## config.mk

```make
export PLATFORM = sky130hd
export DESIGN_NAME = scrolling_two_line_text_display_flat
export DESIGN_NICKNAME = d
export VERILOG_FILES = /design/src/rtl/stld_pkg.sv /design/src/rtl/stld_in_if.sv /design/src/rtl/stld_out_if.sv /design/src/rtl/stld_dp.sv /design/src/rtl/stld_ctrl.sv /design/src/rtl/scrolling_two_line_text_display.sv /design/src/flat_wrapper.sv
export SDC_FILE = /design/constraint.sdc
export NUM_CORES = 1
export LEC_CHECK = 0
export BUFFER_PORTS_ARGS = -buffer_cell sky130_fd_sc_hd__buf_4
export CORE_MARGIN = 5
export CORE_UTILIZATION = 37
export DETAILED_ROUTE_END_ITERATION = 8
export PLACE_DENSITY_LB_ADDON = 0.25
export SYNTH_ARGS = -nofsm -noshare
export SYNTH_HDL_FRONTEND = slang
export SYNTH_HIERARCHICAL = 1
export SYNTH_SLANG_ARGS = --single-unit
```

## constraint.sdc

```tcl
create_clock -name clk -period 15.3 [get_ports clk]
set_input_delay 4.59 -clock clk [delete_from_list [all_inputs] [get_ports clk]]
set_output_delay 4.59 -clock clk [all_outputs]
set_load 0.05 [all_outputs]
```

## src/rtl/stld_pkg.sv

```systemverilog
`timescale 1ns / 1ps
// Shared types and constants of the scrolling two-line text display.
// Depends on nothing; stld_ctrl, stld_dp and the top level import it.
package stld_pkg;

  // Input operation codes.
  localparam logic [1:0] OP_CHAR  = 2'd0;
  localparam logic [1:0] OP_CLEAR = 2'd1;
  localparam logic [1:0] OP_READ  = 2'd2;

  // Result kinds.
  localparam logic [1:0] KIND_DATA  = 2'd0;
  localparam logic [1:0] KIND_ROW   = 2'd1;
  localparam logic [1:0] KIND_CLEAR = 2'd2;
  localparam logic [1:0] KIND_READ  = 2'd3;

  // Character codes.
  localparam logic [7:0] CH_SPACE   = 8'h20;
  localparam logic [7:0] CH_TILDE   = 8'h7E;
  localparam logic [7:0] CH_NEWLINE = 8'h0A;

  // Commands from the controller to the datapath for one cycle.
  typedef struct packed {
    logic       issue;     // a result word enters the output pipe
    logic       from_mem;  // its value comes from the screen store read
    logic [1:0] kind;
    logic [7:0] imm;       // value when not read from the screen store
    logic       last;
    logic       line_wr;   // store a character into the line store
    logic       fill_rd;   // read one line cell for the bottom-row fill
    logic       fill_pad;  // that fill cell lies beyond the line and gets a space
    logic       clear;     // blank the whole screen
  } stld_cmd_t;

endpackage

```

## src/rtl/stld_in_if.sv

```systemverilog
`timescale 1ns / 1ps
// Input channel of the text display: valid/ready plus one input word.
// Depends on nothing.
interface stld_in_if;
  logic       valid;
  logic       ready;
  logic [1:0] opcode;
  logic [7:0] char_in;
  logic [4:0] cell_index;

  modport source (output valid, output opcode, output char_in, output cell_index,
                  input ready);
  modport sink (input valid, input opcode, input char_in, input cell_index,
                output ready);
endinterface

```

## src/rtl/stld_out_if.sv

```systemverilog
`timescale 1ns / 1ps
// Result channel of the text display: valid/ready plus one result word.
// Depends on nothing.
interface stld_out_if;
  logic       valid;
  logic       ready;
  logic [1:0] kind;
  logic [7:0] value;
  logic       last;

  modport source (output valid, output kind, output value, output last, input ready);
  modport sink (input valid, input kind, input value, input last, output ready);
endinterface

```

## src/rtl/stld_dp.sv

```systemverilog
`timescale 1ns / 1ps
// Datapath of the text display: line store, screen store with valid bits,
// read stage and two-word output queue. Depends on stld_pkg and stld_out_if.
module stld_dp #(
  parameter int LINE_LENGTH = 16
) (
  input  logic                              clk,
  input  logic                              rst_n,
  input  stld_pkg::stld_cmd_t               cmd,
  input  logic [$clog2(2*LINE_LENGTH)-1:0]  rd_addr,
  input  logic [$clog2(LINE_LENGTH)-1:0]    line_wr_addr,
  input  logic [6:0]                        line_wr_data,
  input  logic [$clog2(LINE_LENGTH)-1:0]    fill_line_addr,
  input  logic [$clog2(2*LINE_LENGTH)-1:0]  fill_scr_addr,
  output logic                              can_issue,
  stld_out_if.source                        out_ch
);
  import stld_pkg::*;

  localparam int SCREEN_CELLS = 2 * LINE_LENGTH;
  localparam int ADDR_W       = $clog2(SCREEN_CELLS);

  typedef struct packed {
    logic [1:0] kind;
    logic [7:0] value;
    logic       last;
  } item_t;

  // Stores.
  logic [6:0]              line_mem [LINE_LENGTH];
  logic [6:0]              scr_mem  [SCREEN_CELLS];
  logic [SCREEN_CELLS-1:0] scr_vld_r;

  // Bottom-row fill stage.
  logic              fill_wr_r;
  logic [ADDR_W-1:0] fill_addr_r;
  logic              fill_pad_r;
  logic [6:0]        line_q_r;
  logic [6:0]        fill_data;

  // Read stage.
  logic       s1_vld_r;
  logic       s1_from_mem_r;
  logic [1:0] s1_kind_r;
  logic [7:0] s1_imm_r;
  logic       s1_last_r;
  logic [6:0] mem_q_r;
  logic       vld_q_r;
  item_t      s1_item;

  // Output queue.
  item_t      fifo_q_r [2];
  logic       wr_ptr_r;
  logic       rd_ptr_r;
  logic [1:0] cnt_r;
  logic       pop;
  logic [2:0] room_use;

  // Line store: character writes and fill reads.
  always_ff @(posedge clk) begin
    if (cmd.line_wr) begin
      line_mem[line_wr_addr] <= line_wr_data;
    end
    if (cmd.fill_rd) begin
      line_q_r <= line_mem[fill_line_addr];
    end
  end

  // Fill stage control is registered in step with the line store read.
  always_ff @(posedge clk) begin
    if (!rst_n) begin
      fill_wr_r <= 1'b0;
    end else begin
      fill_wr_r <= cmd.fill_rd;
    end
  end

  always_ff @(posedge clk) begin
    fill_addr_r <= fill_scr_addr;
    fill_pad_r  <= cmd.fill_pad;
  end

  assign fill_data = fill_pad_r ? CH_SPACE[6:0] : line_q_r;

  // Screen store: fill writes and result reads.
  always_ff @(posedge clk) begin
    if (fill_wr_r) begin
      scr_mem[fill_addr_r] <= fill_data;
    end
    if (cmd.issue && cmd.from_mem) begin
      mem_q_r <= scr_mem[rd_addr];
    end
  end

  // Valid bits: an entry never written since reset or clear reads as a space.
  always_ff @(posedge clk) begin
    if (!rst_n) begin
      scr_vld_r <= '0;
      vld_q_r   <= 1'b0;
    end else begin
      if (cmd.clear) begin
        scr_vld_r <= '0;
      end else if (fill_wr_r) begin
        scr_vld_r[fill_addr_r] <= 1'b1;
      end
      if (cmd.issue && cmd.from_mem) begin
        vld_q_r <= scr_vld_r[rd_addr];
      end
    end
  end

  // Read stage holding the word in flight.
  always_ff @(posedge clk) begin
    if (!rst_n) begin
      s1_vld_r <= 1'b0;
    end else begin
      s1_vld_r <= cmd.issue;
    end
  end

  always_ff @(posedge clk) begin
    if (cmd.issue) begin
      s1_from_mem_r <= cmd.from_mem;
      s1_kind_r     <= cmd.kind;
      s1_imm_r      <= cmd.imm;
      s1_last_r     <= cmd.last;
    end
  end

  always_comb begin
    s1_item.kind  = s1_kind_r;
    s1_item.last  = s1_last_r;
    if (s1_from_mem_r) begin
      s1_item.value = vld_q_r ? {1'b0, mem_q_r} : CH_SPACE;
    end else begin
      s1_item.value = s1_imm_r;
    end
  end

  // Two-word output queue; room counts the word still in the read stage.
  assign pop      = out_ch.valid && out_ch.ready;
  assign room_use = {1'b0, cnt_r} - {2'b00, pop} + {2'b00, s1_vld_r};
  assign can_issue = room_use < 3'd2;

  always_ff @(posedge clk) begin
    if (!rst_n) begin
      wr_ptr_r <= 1'b0;
      rd_ptr_r <= 1'b0;
      cnt_r    <= 2'd0;
    end else begin
      if (s1_vld_r) begin
        wr_ptr_r <= ~wr_ptr_r;
      end
      if (pop) begin
        rd_ptr_r <= ~rd_ptr_r;
      end
      cnt_r <= room_use[1:0];
    end
  end

  always_ff @(posedge clk) begin
    if (s1_vld_r) begin
      fifo_q_r[wr_ptr_r] <= s1_item;
    end
  end

  assign out_ch.valid = (cnt_r != 2'd0);
  assign out_ch.kind  = fifo_q_r[rd_ptr_r].kind;
  assign out_ch.value = fifo_q_r[rd_ptr_r].value;
  assign out_ch.last  = fifo_q_r[rd_ptr_r].last;

endmodule

```

## src/rtl/stld_ctrl.sv

```systemverilog
`timescale 1ns / 1ps
// Controller of the text display: decodes input words, keeps the line
// position and row order, and sequences the redraw. Depends on stld_pkg, stld_in_if.
module stld_ctrl #(
  parameter int LINE_LENGTH = 16
) (
  input  logic                              clk,
  input  logic                              rst_n,
  stld_in_if.sink                           in_ch,
  input  logic                              can_issue,
  output stld_pkg::stld_cmd_t               cmd,
  output logic [$clog2(2*LINE_LENGTH)-1:0]  rd_addr,
  output logic [$clog2(LINE_LENGTH)-1:0]    line_wr_addr,
  output logic [6:0]                        line_wr_data,
  output logic [$clog2(LINE_LENGTH)-1:0]    fill_line_addr,
  output logic [$clog2(2*LINE_LENGTH)-1:0]  fill_scr_addr
);
  import stld_pkg::*;

  localparam int SCREEN_CELLS = 2 * LINE_LENGTH;
  localparam int ADDR_W       = $clog2(SCREEN_CELLS);
  localparam int COL_W        = $clog2(LINE_LENGTH);
  localparam int POS_W        = $clog2(LINE_LENGTH + 1);
  localparam logic [COL_W-1:0]  COL_LAST  = COL_W'(LINE_LENGTH - 1);
  localparam logic [POS_W-1:0]  POS_FULL  = POS_W'(LINE_LENGTH);
  localparam logic [ADDR_W-1:0] ROW1_BASE = ADDR_W'(LINE_LENGTH);

  localparam logic [1:0] ST_IDLE = 2'd0;
  localparam logic [1:0] ST_TOP  = 2'd1;
  localparam logic [1:0] ST_ROW1 = 2'd2;
  localparam logic [1:0] ST_BOT  = 2'd3;

  logic [1:0]       state_r, state_nxt;
  logic [POS_W-1:0] pos_r, pos_nxt;
  logic             top_sel_r, top_sel_nxt;
  logic [COL_W-1:0] emit_col_r, emit_col_nxt;
  logic             fill_act_r, fill_act_nxt;
  logic [COL_W-1:0] fill_col_r, fill_col_nxt;

  logic             accept;
  logic             printable;
  logic             cell_ok;
  logic             cell_bot;
  logic [COL_W-1:0] cell_col;

  // Physical screen address of a column in physical row prow.
  function automatic logic [ADDR_W-1:0] phys_addr(input logic prow,
                                                  input logic [COL_W-1:0] col);
    phys_addr = (prow ? ROW1_BASE : '0) + ADDR_W'(col);
  endfunction

  assign in_ch.ready = (state_r == ST_IDLE) && can_issue;
  assign accept      = in_ch.valid && in_ch.ready;

  // Input word decode.
  assign printable = (in_ch.char_in >= CH_SPACE) && (in_ch.char_in <= CH_TILDE);
  assign cell_ok   = int'(in_ch.cell_index) < SCREEN_CELLS;
  assign cell_bot  = int'(in_ch.cell_index) >= LINE_LENGTH;
  assign cell_col  = cell_bot ? COL_W'(int'(in_ch.cell_index) - LINE_LENGTH)
                              : COL_W'(in_ch.cell_index);

  // Next state and commands.
  always_comb begin
    cmd            = '0;
    rd_addr        = '0;
    line_wr_addr   = pos_r[COL_W-1:0];
    line_wr_data   = in_ch.char_in[6:0];
    fill_line_addr = fill_col_r;
    fill_scr_addr  = phys_addr(~top_sel_r, fill_col_r);
    state_nxt      = state_r;
    pos_nxt        = pos_r;
    top_sel_nxt    = top_sel_r;
    emit_col_nxt   = emit_col_r;
    fill_act_nxt   = fill_act_r;
    fill_col_nxt   = fill_col_r;

    // The new bottom row is written one column a cycle, never stalled.
    if (fill_act_r) begin
      cmd.fill_rd  = 1'b1;
      cmd.fill_pad = POS_W'(fill_col_r) >= pos_r;
      if (fill_col_r == COL_LAST) begin
        fill_act_nxt = 1'b0;
        fill_col_nxt = '0;
      end else begin
        fill_col_nxt = fill_col_r + 1'b1;
      end
    end

    unique case (state_r)
      ST_IDLE: begin
        if (accept) begin
          unique case (in_ch.opcode)
            OP_CHAR: begin
              priority if (in_ch.char_in == CH_NEWLINE) begin
                // Scroll by swapping row order, then redraw from row 0.
                cmd.issue    = 1'b1;
                cmd.kind     = KIND_ROW;
                cmd.imm      = 8'd0;
                top_sel_nxt  = ~top_sel_r;
                fill_act_nxt = 1'b1;
                fill_col_nxt = '0;
                emit_col_nxt = '0;
                state_nxt    = ST_TOP;
              end else if (printable && (pos_r < POS_FULL)) begin
                cmd.line_wr = 1'b1;
                pos_nxt     = pos_r + 1'b1;
              end else begin
                pos_nxt = pos_r;
              end
            end
            OP_CLEAR: begin
              cmd.issue = 1'b1;
              cmd.kind  = KIND_CLEAR;
              cmd.imm   = 8'd0;
              cmd.last  = 1'b1;
              cmd.clear = 1'b1;
              pos_nxt   = '0;
            end
            OP_READ: begin
              if (cell_ok) begin
                cmd.issue    = 1'b1;
                cmd.from_mem = 1'b1;
                cmd.kind     = KIND_READ;
                cmd.last     = 1'b1;
                rd_addr      = phys_addr(cell_bot ^ top_sel_r, cell_col);
              end
            end
            default: begin
              pos_nxt = pos_r;
            end
          endcase
        end
      end
      ST_TOP: begin
        rd_addr = phys_addr(top_sel_r, emit_col_r);
        if (can_issue) begin
          cmd.issue    = 1'b1;
          cmd.from_mem = 1'b1;
          cmd.kind     = KIND_DATA;
          if (emit_col_r == COL_LAST) begin
            emit_col_nxt = '0;
            state_nxt    = ST_ROW1;
          end else begin
            emit_col_nxt = emit_col_r + 1'b1;
          end
        end
      end
      ST_ROW1: begin
        if (can_issue) begin
          cmd.issue = 1'b1;
          cmd.kind  = KIND_ROW;
          cmd.imm   = 8'd1;
          state_nxt = ST_BOT;
        end
      end
      ST_BOT: begin
        rd_addr = phys_addr(~top_sel_r, emit_col_r);
        if (can_issue) begin
          cmd.issue    = 1'b1;
          cmd.from_mem = 1'b1;
          cmd.kind     = KIND_DATA;
          if (emit_col_r == COL_LAST) begin
            cmd.last     = 1'b1;
            emit_col_nxt = '0;
            pos_nxt      = '0;
            state_nxt    = ST_IDLE;
          end else begin
            emit_col_nxt = emit_col_r + 1'b1;
          end
        end
      end
      default: begin
        state_nxt = ST_IDLE;
      end
    endcase
  end

  // Control registers.
  always_ff @(posedge clk) begin
    if (!rst_n) begin
      state_r    <= ST_IDLE;
      pos_r      <= '0;
      top_sel_r  <= 1'b0;
      emit_col_r <= '0;
      fill_act_r <= 1'b0;
      fill_col_r <= '0;
    end else begin
      state_r    <= state_nxt;
      pos_r      <= pos_nxt;
      top_sel_r  <= top_sel_nxt;
      emit_col_r <= emit_col_nxt;
      fill_act_r <= fill_act_nxt;
      fill_col_r <= fill_col_nxt;
    end
  end

endmodule

```

## src/rtl/scrolling_two_line_text_display.sv

```systemverilog
`timescale 1ns / 1ps
// Top level of the scrolling two-line text display: controller, datapath and
// checks. Depends on stld_pkg, stld_in_if, stld_out_if, stld_ctrl and stld_dp.
//
// Usage: words arrive on in_ch (opcode, char_in, cell_index) and result words
// leave on out_ch (kind, value, last); both are valid/ready channels and a
// word moves at a clock edge with valid and ready high.
// A character, ignored or stored, gives no result.
// A clear or a cell read gives one result, which passes through the read
// stage and then the output queue before it is valid on out_ch.
// A newline gives 2*LINE_LENGTH+2 results (34 by default) issued one per
// cycle while the queue has room, since the single read port of the screen
// store delivers one cell a cycle; the next word is taken only after the
// last one is issued and the controller is back in idle.
// The new bottom row is written beside the top-row readout, and scrolling
// only swaps the order of the two physical rows.
// Results pass through a two-word queue, so a stalled receiver holds the
// sequence back without loss; in_ch.ready stays low while no room is left.
// Synchronous reset (rst_n low) blanks the screen through per-cell valid
// bits at once, rewinds the line position and empties the queue.
module scrolling_two_line_text_display #(
  parameter int LINE_LENGTH = 16
) (
  input  logic        clk,
  input  logic        rst_n,
  stld_in_if.sink     in_ch,
  stld_out_if.source  out_ch
);
  import stld_pkg::*;

  localparam int ADDR_W = $clog2(2 * LINE_LENGTH);
  localparam int COL_W  = $clog2(LINE_LENGTH);

  stld_cmd_t         cmd;
  logic              can_issue;
  logic [ADDR_W-1:0] rd_addr;
  logic [COL_W-1:0]  line_wr_addr;
  logic [6:0]        line_wr_data;
  logic [COL_W-1:0]  fill_line_addr;
  logic [ADDR_W-1:0] fill_scr_addr;

  stld_ctrl #(
    .LINE_LENGTH (LINE_LENGTH)
  ) u_ctrl (
    .clk            (clk),
    .rst_n          (rst_n),
    .in_ch          (in_ch),
    .can_issue      (can_issue),
    .cmd            (cmd),
    .rd_addr        (rd_addr),
    .line_wr_addr   (line_wr_addr),
    .line_wr_data   (line_wr_data),
    .fill_line_addr (fill_line_addr),
    .fill_scr_addr  (fill_scr_addr)
  );

  stld_dp #(
    .LINE_LENGTH (LINE_LENGTH)
  ) u_dp (
    .clk            (clk),
    .rst_n          (rst_n),
    .cmd            (cmd),
    .rd_addr        (rd_addr),
    .line_wr_addr   (line_wr_addr),
    .line_wr_data   (line_wr_data),
    .fill_line_addr (fill_line_addr),
    .fill_scr_addr  (fill_scr_addr),
    .can_issue      (can_issue),
    .out_ch         (out_ch)
  );

  // A word enters the output pipe only when the queue has room for it.
  assert property (@(posedge clk) disable iff (!rst_n) cmd.issue |-> can_issue)
    else $error("result word issued without queue room");

  // No input word is taken while the bottom row is still being written.
  assert property (@(posedge clk) disable iff (!rst_n)
                   cmd.fill_rd |-> !(in_ch.valid && in_ch.ready))
    else $error("input word accepted during bottom-row fill");

  // Clearing the screen never overlaps a fill.
  assert property (@(posedge clk) disable iff (!rst_n) cmd.clear |-> !cmd.fill_rd)
    else $error("screen clear during bottom-row fill");

  // A set-row command never closes the results of an input word.
  assert property (@(posedge clk) disable iff (!rst_n)
                   (out_ch.valid && (out_ch.kind == KIND_ROW)) |-> !out_ch.last)
    else $error("set-row result marked last");

endmodule
```

## src/flat_wrapper.sv

```systemverilog
// flat-port wrapper written by rule: the top's interface ports become plain ports
module scrolling_two_line_text_display_flat import stld_pkg::*;
#(
  parameter int LINE_LENGTH = 16
)
  (clk, rst_n, in_ch_valid, in_ch_opcode, in_ch_char_in, in_ch_cell_index, in_ch_ready, out_ch_valid, out_ch_kind, out_ch_value, out_ch_last, out_ch_ready);
  stld_in_if in_ch_i ();
  stld_out_if out_ch_i ();
  input  logic clk;
  input  logic rst_n;
  input wire logic [$bits(in_ch_i.valid)-1:0] in_ch_valid;
  input wire logic [$bits(in_ch_i.opcode)-1:0] in_ch_opcode;
  input wire logic [$bits(in_ch_i.char_in)-1:0] in_ch_char_in;
  input wire logic [$bits(in_ch_i.cell_index)-1:0] in_ch_cell_index;
  output wire logic [$bits(in_ch_i.ready)-1:0] in_ch_ready;
  output wire logic [$bits(out_ch_i.valid)-1:0] out_ch_valid;
  output wire logic [$bits(out_ch_i.kind)-1:0] out_ch_kind;
  output wire logic [$bits(out_ch_i.value)-1:0] out_ch_value;
  output wire logic [$bits(out_ch_i.last)-1:0] out_ch_last;
  input wire logic [$bits(out_ch_i.ready)-1:0] out_ch_ready;
  assign in_ch_i.valid = in_ch_valid;
  assign in_ch_i.opcode = in_ch_opcode;
  assign in_ch_i.char_in = in_ch_char_in;
  assign in_ch_i.cell_index = in_ch_cell_index;
  assign in_ch_ready = in_ch_i.ready;
  assign out_ch_valid = out_ch_i.valid;
  assign out_ch_kind = out_ch_i.kind;
  assign out_ch_value = out_ch_i.value;
  assign out_ch_last = out_ch_i.last;
  assign out_ch_i.ready = out_ch_ready;
  scrolling_two_line_text_display #(.LINE_LENGTH(LINE_LENGTH)) u_core (.clk(clk), .rst_n(rst_n), .in_ch(in_ch_i), .out_ch(out_ch_i));
endmodule
```

[Word-level counts from Yosys, hierarchy flattened]
Memories as Yosys holds them, arrays and structs flattened. A register that Yosys moved wholly into a read port is not among the register bits.
Index checks and enable logic that the tools add are counted.
Cells by class
  $lt $le $gt $ge: 9
  reductions and logical operators: 19
  add/subtract/negate cells: 10
  multiplexer cells: 82
  bitwise operators: 6
  eq/ne operators: 20
Operator list (count)
  $mux 4: 13
  $mux 5: 10
  $or 32x32->32: 1
  $mux 1: 29
  $add 5x4->5: 4
  $pmux 5 s2: 2
  $mux 2: 9
  $mux 9: 2
  $mux 8: 2
  $pmux 8 s2: 1
  $pmux 5 s3: 1
  $mux 14: 1
  $mux 7: 2
  $lt 5x6->1 const B: 2
  $ne 2x2->1 const B: 6
  $pmux 2 s3: 2
  $add 4x1->4 const B: 2
  $eq 4x4->1 const B: 2
  $eq 8x4->1 const B: 1
  $ge 8x6->1 const B: 1
  $le 8x7->1 const B: 1
  $pmux 2 s4: 1
  $pmux 4 s2: 1
  $reduce_and 8->1: 1
  27 further kinds: 49
Storage, ports and cells
  bits of input ports: 19
  register bits: 74
  output and inout bits: 13
  bits in writable memories: 358
  memories: 3
Memory list
  u_core.u_dp.scr_mem: words 32, bits a word 7, read ports 1, clocked after memory_dff 1, wr ports 1, line stld_dp.sv:31  | logic [6:0] scr_mem [SCREEN_CELLS];
  u_core.u_dp.line_mem: words 16, bits a word 7, read ports 1, clocked after memory_dff 1, wr ports 1, line stld_dp.sv:30  | logic [6:0] line_mem [LINE_LENGTH];
  u_core.u_dp.fifo_q_r: words 2, bits a word 11, read ports 1, clocked after memory_dff 1, wr ports 1, line stld_dp.sv:52  | item_t fifo_q_r [2];

[Logic depth before layout (Yosys ltp)]
  depth in word-level cells: 11
  mapped depth: 23

[Modules after synthesis]
The synthesis kept the hierarchy.
By module, submodules not included
  stld_dp: times used 1, seq. area each 12451.9 sq um, area an instance 16366.9 sq um, cells each 783
  stld_ctrl: times used 1, seq. area each 340.3 sq um, area an instance 1551.5 sq um, cells each 199

[Worst setup path before layout]
OpenSTA, ideal clock, no wires.
  kind: input port to output port
  from: input port out_ch_ready
  to: output port in_ch_ready
  buffers on the path: 1
  data required time: 10.710 ns
  arrival: 6.420 ns
  stages: 9
  setup slack: 4.290 ns
  cell sequence: and2_1 > ha_1 > inv_1 > ha_1 > fa_1 > xnor2_1 > nor2_1 > buf_2 > and2_1
Between the ends
  cells in the longest elaborated chain, start to end: 5
RTL lines
  start, declared: line flat_wrapper.sv:20  | input wire logic [$bits(out_ch_i.ready)-1:0] out_ch_ready;
  $logic_and 1x1->1: line stld_dp.sv:141  | assign pop = out_ch.valid && out_ch.ready;
  $sub 2x1->3: line stld_dp.sv:142  | assign room_use = {1'b0, cnt_r} - {2'b00, pop} + {2'b00, s1_vld_r};
  $add 3x1->3: line stld_dp.sv:142
  $lt 3x2->1: line stld_dp.sv:143  | assign can_issue = room_use < 3'd2;
  via u_core.can_issue: line scrolling_two_line_text_display.sv:35  | logic can_issue;
  $logic_and 1x1->1: line stld_ctrl.sv:52  | assign in_ch.ready = (state_r == ST_IDLE) && can_issue;
  end, declared: line flat_wrapper.sv:15  | output wire logic [$bits(in_ch_i.ready)-1:0] in_ch_ready;
The timed path passes the listed nets, and every way through them passes these cells.

[Worst setup path in the final report]
  from: input port out_ch_ready
  to: output port in_ch_ready
Between the ends
  cells in the longest elaborated chain, start to end: 5
RTL lines
  $logic_and 1x1->1: line stld_dp.sv:141
  via u_core.u_dp.pop: line stld_dp.sv:56  | logic pop;
  $sub 2x1->3: line stld_dp.sv:142
  $add 3x1->3: line stld_dp.sv:142
  $lt 3x2->1: line stld_dp.sv:143
  via u_core.can_issue: line scrolling_two_line_text_display.sv:35
  $logic_and 1x1->1: line stld_ctrl.sv:52
The timed path passes the listed nets, and every way through them passes these cells.

==> out/qor.yml <==
outcome: "complete, no violations"
die_area_um2: 52900
min_path_type: "register to register"
ctsResizeCount: 0
synth-main-ff-cell: "sky130_fd_sc_hd__edfxtp_1"
worstRegToRegCells: 18
timing.critical_path.fanout_max: 9
placed_cells: 1585
timing.clock.skew_ns: 0.0334
timing_worst_setup_path_type: "input pin to output pin"
worst_path_max_delay_cell: "sky130_fd_sc_hd__fa_1"
synth_seq_area_share_pct: 71.4
globalRouteTotalUtil_pct: 14.0
dr_vias: 8655
synth-edff-count: 384
die-width_um: 230
overflow: 0
grt_pass1_wl_mm: 56.6
final_min_period_over_clock_period_pct: 73.6
gr_busiest_metal: "met2"
vdd_drop_max_mv: 0.0858
routability_driven_placement_congestion_ratio: 0.749
layout.area.seq_um2: 12800
pin_count: 32
p_per_area_nw_per_um2: 132
cp.arrival_ns: 6.67
insertion_delay_ns: 0.57
critical_path.max_stage_delay_ns: 0.40
detailedRoute.firstIterationViolations: 736
number_of_global_route_vias_before_repair: 8910
grtUsageMet2_pct: 23.2
std_cell_rows: 80
worstPathRequired_ns: 10.71
family_with_the_most_delay_on_the_worst_path: "adder cells"
maxSlewHeadroom_pct: 12.0
post_cts_hold_buffer_count: 0
syn_inst: 982
grt_setup_unrepaired: "false"
tritoncts: "done"
finalWorstPathRequiredPeriod_ns: 11.26
core-area_um2: 47800
synth-adder-area-share_pct: 1.37
detail_route.drc_violations: 0
hold_path.startpoint: "u_core/u_ctrl/top_sel_r"
detail_route.vias_per_cell: 5.19
critical_path.reg2reg.endpoint: "u_core/u_dp/mem_q_r[5]"
synth_seq_cells: 447
setup_crit_end_kind: "output pin"
yosys.area_share.simple_pct: 5.50
max_cap_viol_count: 0
timing.final.max_slew_violations: 0
yosysWarnings: 6
static-leakage-power_nw: 6.29
diodes: 0
min_delay_path_depth: 1
cts_max_path_buffers: 3
average_cell_area_after_synthesis_um2: 18.2
synth.distinct_cells: 56
critical_path.n_buffers_inverters: 3
combinational_family_with_the_most_area_after_synthesis: "multiplexers"
fin_total_pwr_mw: 2.66
die_h_um: 230
hold_violation_count_in_the_final_report: 0
fmax_ghz: 0.0888
final_setup_violating_endpoints: 0
post-cts-setup-buffer-count: 0
dpl_hpwl_mm: 22.9
crit-reg2reg-launch: "u_core/u_dp/cnt_r[1]"
final_common_cell: "sky130_fd_sc_hd__edfxtp_1"
final_cells: 1667
grt_max_degree: 61
gr-usage-met1_pct: 19.6
root_buffer: "sky130_fd_sc_hd__clkbuf_16"
post_synthesis_xor_xnor_area_fraction_pct: 0.196
setup.worst_path.start_class: "input pin"
global_route.usage.met3_pct: 2.39
final_layout_size_suffix_gt1_share_pct: 24.7
cts_buffers: 45
cp_cell_sequence: "buf_4, and2_1, ha_1, inv_1, ha_1, fa_1, xnor2_1, nor2_1, and2_1, buf_4"
hold_end: "u_core/u_dp/fill_addr_r[4]"
synthMuxAreaShare_pct: 15.5
area_growth_syn_to_fin_pct: 12.2
antenna_violating_nets_post_route: 0
synth-async-reset-ratio_pct: 0
ctsHtreeMaxLevel: 2
totalNegativeSetupSlack_ns: 0
synth-compound-area-share_pct: 3.41
wl_mm: 37.3
grt_antenna_before_repair: 0
first_pass_iters: 5
final.fill_count: 4245
numPortBuffers: 31
utilization_pct: 42.0
starting_density_of_the_core_pct: 37.5
number_of_clock_sinks_seen_by_cts: 447
clkSlewWorstSetupHoldPaths_ns: 0.06
max_slew.worst_pin.slew_ns: 1.31
routed_length_per_placed_instance_um: 22.4
commonest_non_fill_non_tap_cells_in_the_layout: "384 x sky130_fd_sc_hd__edfxtp_1, 105 x sky130_fd_sc_hd__mux4_2, 63 x sky130_fd_sc_hd__nor2_1"
timing.reg2reg.setup_slack_ns: 9.23
multi_input_gate_area_um2: 4730
synth.cell_area_um2: 17900
layout.nets: 1055
-- through the flow --
stage               instance area [µm²]  setup WS, ns  hold slack [ns]
finish                            20100          4.04            0.450
global route                      20100          3.90            0.473
CTS                               20100          4.03            0.455
detailed placement                18700          4.03            0.438
global placement                  18700          4.07            0.434
floorplan                         17900          4.29            0.397
-- layer usage --
layer	share of wire, %	up-vias
li1	-	3920
met1	45	4521
met2	50	163
met3	3.7	51
met4	2.0	0
met5	0	-
-- registers in the layout, indices dropped and copies added, names as in the netlist, 4 cells and up, named ones only --
name,cells
u_core/u_dp/scr_mem,224
u_core/u_dp/line_mem,112
u_core/u_dp/scr_vld_r,32
u_core/u_dp/fifo_q_r,22
u_core/u_dp/s1_imm_r,8
u_core/u_dp/line_q_r,7
u_core/u_dp/mem_q_r,7
u_core/u_ctrl/pos_r,5
u_core/u_dp/fill_addr_r,5
u_core/u_ctrl/emit_col_r,4
u_core/u_ctrl/fill_line_addr,4
-- cell type report --
type / count / share of cell area [%]
sequential: 447 / 63.6
multi-input combinational: 452 / 23.5
clock buffer: 64 / 6.21
tap: 615 / 3.83
timing repair buffer: 48 / 1.79
clock inverter: 18 / 0.610
inverter: 23 / 0.429
-- report_power, final --
group	internal (mW)	leakage (nW)	switching, mW
Sequential	1.34	3.97	0.0122
Combinational	0.112	1.65	0.169
Clock	0.585	0.676	0.446
Total	2.03	6.29	0.627
-- cells in the mapped netlist, drive strengths merged, types with 3 or more instances --
cell	instances	area, µm²
nor2b	16	100
a21oi	12	60.1
mux4	105	2360
a31oi	4	25.0
ha	18	225
nor3	5	25.0
nand3b	9	67.6
and2	15	93.8
o21a	33	248
and3	4	25.0
nand2	32	120
edfxtp	384	11500
buf	41	288
a21boi	4	30.0
clkbuf	25	93.8
mux2	19	214
nor2	66	248
dfxtp	63	1260
nand2b	5	31.3
nand3	15	75.1
or3b	8	70.1
a22oi	6	45.0
a21o	4	30.0
xnor2	3	26.3
inv	23	86.3
mux2i	20	200
o21ai	13	65.1
-- cell families (layout without fill, tap and decap cells) --
kind of cell | count (synthesis) | after routing
AOI/OAI and AO/OA | 89 | 89
xor gates and xnor gates | 4 | 4
adders and majority gates | 19 | 19
buffers and inverters | 89 | 153
DFF | 447 | 447
muxes | 144 | 144
other | 1 | 7
and+or+nand+nor | 189 | 189
-- worst max-delay path by stage --
stage	from	to	cells after the start
2_1_floorplan	out_ch_ready	in_ch_ready	9
3_3_place_gp	out_ch_ready	in_ch_ready	10
3_5_place_dp	out_ch_ready	in_ch_ready	10
4_1_cts	out_ch_ready	in_ch_ready	10
5_1_grt	out_ch_ready	in_ch_ready	10
6_report	out_ch_ready	in_ch_ready	10
(Power assumes the default switching activity.)
